==> config.mk <==
export PLATFORM = sky130hd
export DESIGN_NAME = g2l_queue
export DESIGN_NICKNAME = d
export VERILOG_FILES = /design/src/sv/assert_macros.svh /design/src/sv/g2l_pkg.sv /design/src/sv/g2l_queue.sv
export SDC_FILE = /design/constraint.sdc
export NUM_CORES = 1
export LEC_CHECK = 0
export ABC_AREA = 1
export BUFFER_PORTS_ARGS = -buffer_cell sky130_fd_sc_hd__buf_2
export CORE_MARGIN = 5
export CORE_UTILIZATION = 47
export DETAILED_ROUTE_END_ITERATION = 6
export GPL_TIMING_DRIVEN = 0
export PLACE_DENSITY = 0.83
export SKIP_CTS_REPAIR_TIMING = 1
export SYNTH_ARGS = -nofsm -noshare
export SYNTH_HDL_FRONTEND = slang
export SYNTH_SLANG_ARGS = --single-unit
==> constraint.sdc <==
create_clock -name i_clk -period 3.4 [get_ports i_clk]
set_input_delay 1.02 -clock i_clk [delete_from_list [all_inputs] [get_ports i_clk]]
set_output_delay 1.02 -clock i_clk [all_outputs]
set_load 0.02 [all_outputs]
==> src/sv/assert_macros.svh <==
// Assertion macros shared by the renumbering RTL.
`ifndef ASSERT_MACROS_SVH
`define ASSERT_MACROS_SVH

// Property checked at every rising clock edge outside reset.
`define ASSERT_CLK(label, clk, rst_n, prop, msg) \
    label: assert property (@(posedge clk) disable iff (!rst_n) (prop)) \
        else $error(msg);

// Consequent must hold in the cycle after the antecedent.
`define ASSERT_NEXT(label, clk, rst_n, ante, cons, msg) \
    label: assert property (@(posedge clk) disable iff (!rst_n) (ante) |=> (cons)) \
        else $error(msg);

`endif

==> src/sv/g2l_pkg.sv <==
// Types and constants of the global-to-local index renumbering block.
`timescale 1ns / 1ps

package g2l_pkg;

    localparam int GIDX_W     = 32;
    localparam int SLOT_W     = 8;
    localparam int CNT_OUT_W  = 9;
    localparam int MODE_W     = 2;
    localparam int IN_DATA_W  = 48;
    localparam int OUT_DATA_W = 56;

    // Input tdata bit positions
    localparam int IN_START_BIT = 0;
    localparam int IN_GIDX_LSB  = 1;
    localparam int IN_SLOT_LSB  = 33;

    // Mode codes as seen on the stream
    localparam logic [MODE_W-1:0] MODE_ROW  = 2'd0;
    localparam logic [MODE_W-1:0] MODE_COL  = 2'd1;
    localparam logic [MODE_W-1:0] MODE_READ = 2'd2;

    typedef enum logic [1:0] {
        OP_ROW,
        OP_COL,
        OP_READ,
        OP_NONE
    } t_op;

    typedef struct packed {
        t_op                op;
        logic               start;
        logic [GIDX_W-1:0]  gidx;
        logic [SLOT_W-1:0]  squery;
    } t_cmd;

    typedef struct packed {
        logic                  overflow;
        logic [GIDX_W-1:0]     table_value;
        logic [CNT_OUT_W-1:0]  entry_count;
        logic                  was_new;
        logic [SLOT_W-1:0]     local_index;
    } t_result;

    typedef enum logic [2:0] {
        S_IDLE,
        S_DISPATCH,
        S_SCAN_RD,
        S_SCAN_CMP,
        S_READ_WAIT,
        S_DONE
    } t_state;

endpackage

==> src/sv/g2l_queue.sv <==
// Two-entry command queue between front end and back end.
`timescale 1ns / 1ps

module g2l_queue (
    input  logic           i_clk,
    input  logic           i_rst_n,
    input  logic           i_push,
    input  g2l_pkg::t_cmd  i_cmd,
    output logic           o_full,
    input  logic           i_pop,
    output g2l_pkg::t_cmd  o_cmd,
    output logic           o_empty
);

    g2l_pkg::t_cmd r_mem [2];
    logic          r_wr_ptr;
    logic          r_rd_ptr;
    logic [1:0]    r_fill;
    logic [1:0]    n_fill;

    assign o_full  = (r_fill == 2'd2);
    assign o_empty = (r_fill == 2'd0);
    assign o_cmd   = r_mem[r_rd_ptr];

    always_comb begin
        n_fill = r_fill;
        if (i_push && !i_pop) begin
            n_fill = r_fill + 2'd1;
        end else if (i_pop && !i_push) begin
            n_fill = r_fill - 2'd1;
        end
    end

    always_ff @(posedge i_clk) begin
        if (!i_rst_n) begin
            r_wr_ptr <= 1'b0;
            r_rd_ptr <= 1'b0;
            r_fill   <= 2'd0;
        end else begin
            r_fill <= n_fill;
            if (i_push) begin
                r_wr_ptr <= !r_wr_ptr;
            end
            if (i_pop) begin
                r_rd_ptr <= !r_rd_ptr;
            end
        end
    end

    always_ff @(posedge i_clk) begin
        if (i_push) begin
            r_mem[r_wr_ptr] <= i_cmd;
        end
    end

endmodule

* Word-level counts from Yosys, hierarchy flattened *
Memories as Yosys holds them, arrays and structs flattened. A register that Yosys moved wholly into a read port is not among the register bits.
Index checks and enable logic that the tools add are counted.

cells by class
  shift-type cells = 0
  reductions and logical operators = 8
  add/sub/neg operators = 2
  $mul = 0
  mux-type cells = 6
  bitwise operators = 0
  equality and inequality tests = 1
  order comparisons = 0
  div/mod/pow operators = 0

operators by type and width
  kind                                              count
  zero test 1 bit                                   4
  2-to-1 mux 1 bit                                  4
  2-to-1 mux 2 bit                                  2
  adder 2 x 1 -> 2 bit, second input constant       1
  == test 2 bit, second input constant              1
  logical AND 1 bit                                 2
  zero test 2 bit                                   1
  nonzero test 2 bit                                1
  subtractor 2 x 1 -> 2 bit, second input constant  1

word-level totals
  output and inout port bits = 45
  latch bits = 0
  bits in read-only memories = 0
  bits in registers = 4
  memory bits (writable) = 86
  memories kept = 1

memories
  name   depth  width  rd ports  clocked after memory_dff  write ports  line             text
  r_mem  2      43     1         1                         1            g2l_queue.sv:15  g2l_pkg::t_cmd r_mem [2];

* Depth between registers and ports, before layout *
  depth in word-level cells = 4
  gate-level depth with buffers = 8

* Worst setup path after synthesis *
No wires, ideal clock.

  path kind = input to register
  from = in i_push
  to = mem r_mem[0][0] (netlist bit) (enable)
  arrival = 2,868 ps
  stages = 2
  library setup time = 444 ps
  required time = 2,956 ps
  path slack = 88 ps
  path buffers = 0
  path through = inv_1 > nor2_1

on the way
  word-level cells in the longest chain between the ends = 2

ends and longest elaborated chain
  item                                    line             text
  start, declared                         g2l_queue.sv:7   input logic i_push,
  2-to-1 mux 1 bit                        g2l_queue.sv:51  if (i_push) begin
  2-to-1 mux 1 bit (not written as such)  g2l_queue.sv:52  r_mem[r_wr_ptr] <= i_cmd;
  end, declared                           g2l_queue.sv:15

Every way passes these cells.

==> results_dict.tcl <==
set metrics [dict create \
    fin_crit_sh_pct 73.3 \
    min_path_type "flip-flop to flip-flop" \
    yosysUniqueCellTypes 14 \
    slew-limit-headroom_pct 38.0 \
    area_growth_syn_to_layout_pct 22.4 \
    final_cell_mix "buf_2, edfxtp_1, mux2_4" \
    avgViaCountPerCell 4.66 \
    crit_cells 4 \
    dp_cells 360 \
    hold_slack_ns 0.502 \
    worstPathArrival_ns 1.47 \
    track_usage_pct 12.4 \
    worst_slew_pin_slew_ns 0.930 \
    rr_worst_depth 2 \
    p_int_mw 1.78 \
    port_buffers 91 \
    p_seq_share_pct 56.9 \
    hold_viol_final 0 \
    p_leak_nw 1.74 \
    grt_pass1_vias 1922 \
    routedWlPerCell_um 15.2 \
    place_hpwl_um 4030 \
    rows 31 \
    setup_viol 0 \
    min_period_ns 2.49 \
    gp_congestion 0.677 \
    drt-pass1-iter-count 4 \
    synthCells 169 \
    worstPathRequired_ns 2.38 \
    ys_seq_elements 91 \
    end_kind "primary output" \
    drt_iter0_markers 37 \
    p_sw_mw 0.527 \
    synth_compound_area_share_pct 0.283 \
    yosysWarnings 0 \
    synth_fa_ha_area_share_pct 0.354 \
    rsz0062_at_grt "false" \
    timing.rr.start "r_wr_ptr" \
    synth.yosys.seq_area_share_pct 75.9 \
    final_layout_size_suffix_gt1_share_pct 56.2 \
    clock_tree.buffer_depth 2 \
    drt_wl_total_um 5710 \
    cts_num_sinks 91 \
    synth_top_family_by_area "multiplexers" \
    max_stage_delay_ns 0.33 \
    crit_chain "buf_6, buf_12, mux2_4, buf_2" \
    core_um2 7290 \
    start_kind "flip-flop" \
    vias 1749 \
    syn_area_per_cell_um2 20.9 \
    cts_buffers 9 \
    drv_cap 0 \
    final_max_slew_viol_count 0 \
    grt_pass1_wl_um 9140 \
    nNetsFinal 320 \
    h-tree-depth 3 \
    fin_skew_ns 0.00776 \
    rrSetupSlack_ns 1.81 \
    syn-num-nets 217 \
    swShare_pct 22.9 \
    power_frac_clock_pct 29.4 \
    crit_path_max_fanout 10 \
    ant_nets 0 \
    final_cells 375 \
    grt_max_degree 44 \
    final_common_cell "buf_2" \
    cp_top_family "buffers and inverters" \
    synth.cell_area_um2 3540 \
    min-delay-start "r_rd_ptr" \
    critPathKind "flip-flop to primary output" \
    dieArea_um2 9360 \
    p_per_area_nw_per_um2 532 \
    dieWidth_um 96.7 \
    peakVddDrop_mv 0.346 \
    status "finished clean" \
    cts_tree "yes" \
    synthMuxAreaShare_pct 17.9 \
    synthSimpleGateAreaFrac_pct 2.12 \
    grt_overflow 0 \
    initial_core_util_pct 48.5 \
    combPwrFrac_pct 13.7 \
    fmax_ghz 0.401 \
    insertion_delay_ns 0.34 \
    io_pins 92 \
    crit_buf_inv 3 \
    drc 0 \
    diodes 0 \
    grt_antenna_before_repair 0 \
    clkTransAtPathRegs_ns 0.08 \
    worstReg2RegEnd "r_mem[1][9]" \
    hold-path-cell-count 2 \
    synth_xor_area_share_pct 0 \
    cpMaxStageDelayCell "dfxtp_1" \
    root_buffer "clkbuf_8" \
    die_height_um 96.7 \
    fillers 581 \
]
## per-stage QoR
| step | power, mW | setup WS (ns) | TNS [ns] | util [%] | instance area [µm²] |
|---|---|---|---|---|---|
| 6_report | 2.30 | 0.908 | 0 | 59.3 | 4330 |
| 5_1_grt | 2.40 | 0.836 | 0 | 59.3 | 4330 |
| 4_1_cts | 2.33 | 0.877 | 0 | 59.3 | 4330 |
| 3_5_place_dp | 1.66 | 1.05 | 0 | 56.8 | 4140 |
| 3_3_place_gp | 1.64 | -0.950 | -40.77 | 56.4 | 4120 |
| 2_1_floorplan | 1.55 | 0.0875 | 0 | - | 3540 |
## registers in the layout (all words and copies together), names as in the netlist, named ones only
name	flops
r_wr_ptr	1
r_fill	2
r_rd_ptr	1
r_mem	86
## how the worst max path moves through the flow
| stage | endpoint |
|---|---|
| 5_1_grt | o_cmd[28] |
| 4_1_cts | o_cmd[22] |
| 2_1_floorplan | r_mem[0][0] |
| 3_5_place_dp | r_mem[1][10] |
| 6_report | o_cmd[22] |
| 3_3_place_gp | r_mem[0][4] |
## cell usage after synthesis
cell,count,area [µm²]
edfxtp_1,86,2580
mux2_4,40,601
nor2_1,9,33.8
inv_1,8,30.0
nand2_1,8,30.0
dfxtp_1,5,100
buf_12,4,80.1
mux2_2,3,33.8
a21oi_1,1,5.00
buf_6,1,11.3
ha_1,1,12.5
nand3_1,1,5.00
nand4_1,1,6.26
o21ai_0,1,5.00
## tightest hold or removal path, cell delays in order, from the launching register on
cell and delay (ns):
dfxtp_1 0.33, nor2_1 0.06, nor2_1 0.08
## logic make-up after synthesis
family | count (synthesis)
buffers and inverters | 13
AND/OR/NAND/NOR | 19
AO/OA/AOI/OAI | 2
multiplexers | 43
flip-flops | 91
adder cells (fa/ha/maj) | 1
## power by group through the flow
stage | clock network (mW) | registers [mW] | logic, mW
global placement | 0 | 1.33 | 0.308
global route | 0.746 | 1.32 | 0.339
floorplan | 0 | 1.33 | 0.215
detailed placement | 0 | 1.34 | 0.321
finish | 0.677 | 1.31 | 0.315
CTS | 0.697 | 1.31 | 0.322
## layer usage
layer | global-route usage (%) | routed length, µm
met4 | 5.83 | 104
met5 | 0 | 0
met1 | 13.6 | 2230
met3 | 4.03 | 363
met2 | 21.7 | 3000
## final cells by class
cell class              count  area (µm²)  area share (%)
clock inverters             4        52.6            1.21
plain buffers               5        91.3            2.11
multi-input cells          65         739            17.1
well taps                  99         124            2.86
clock buffers              11         131            3.04
inverters                   8        30.0           0.694
flip-flops and latches     91        2680            62.0
repair buffers             92         475            11.0
Power figures use the tool's default switching activity.
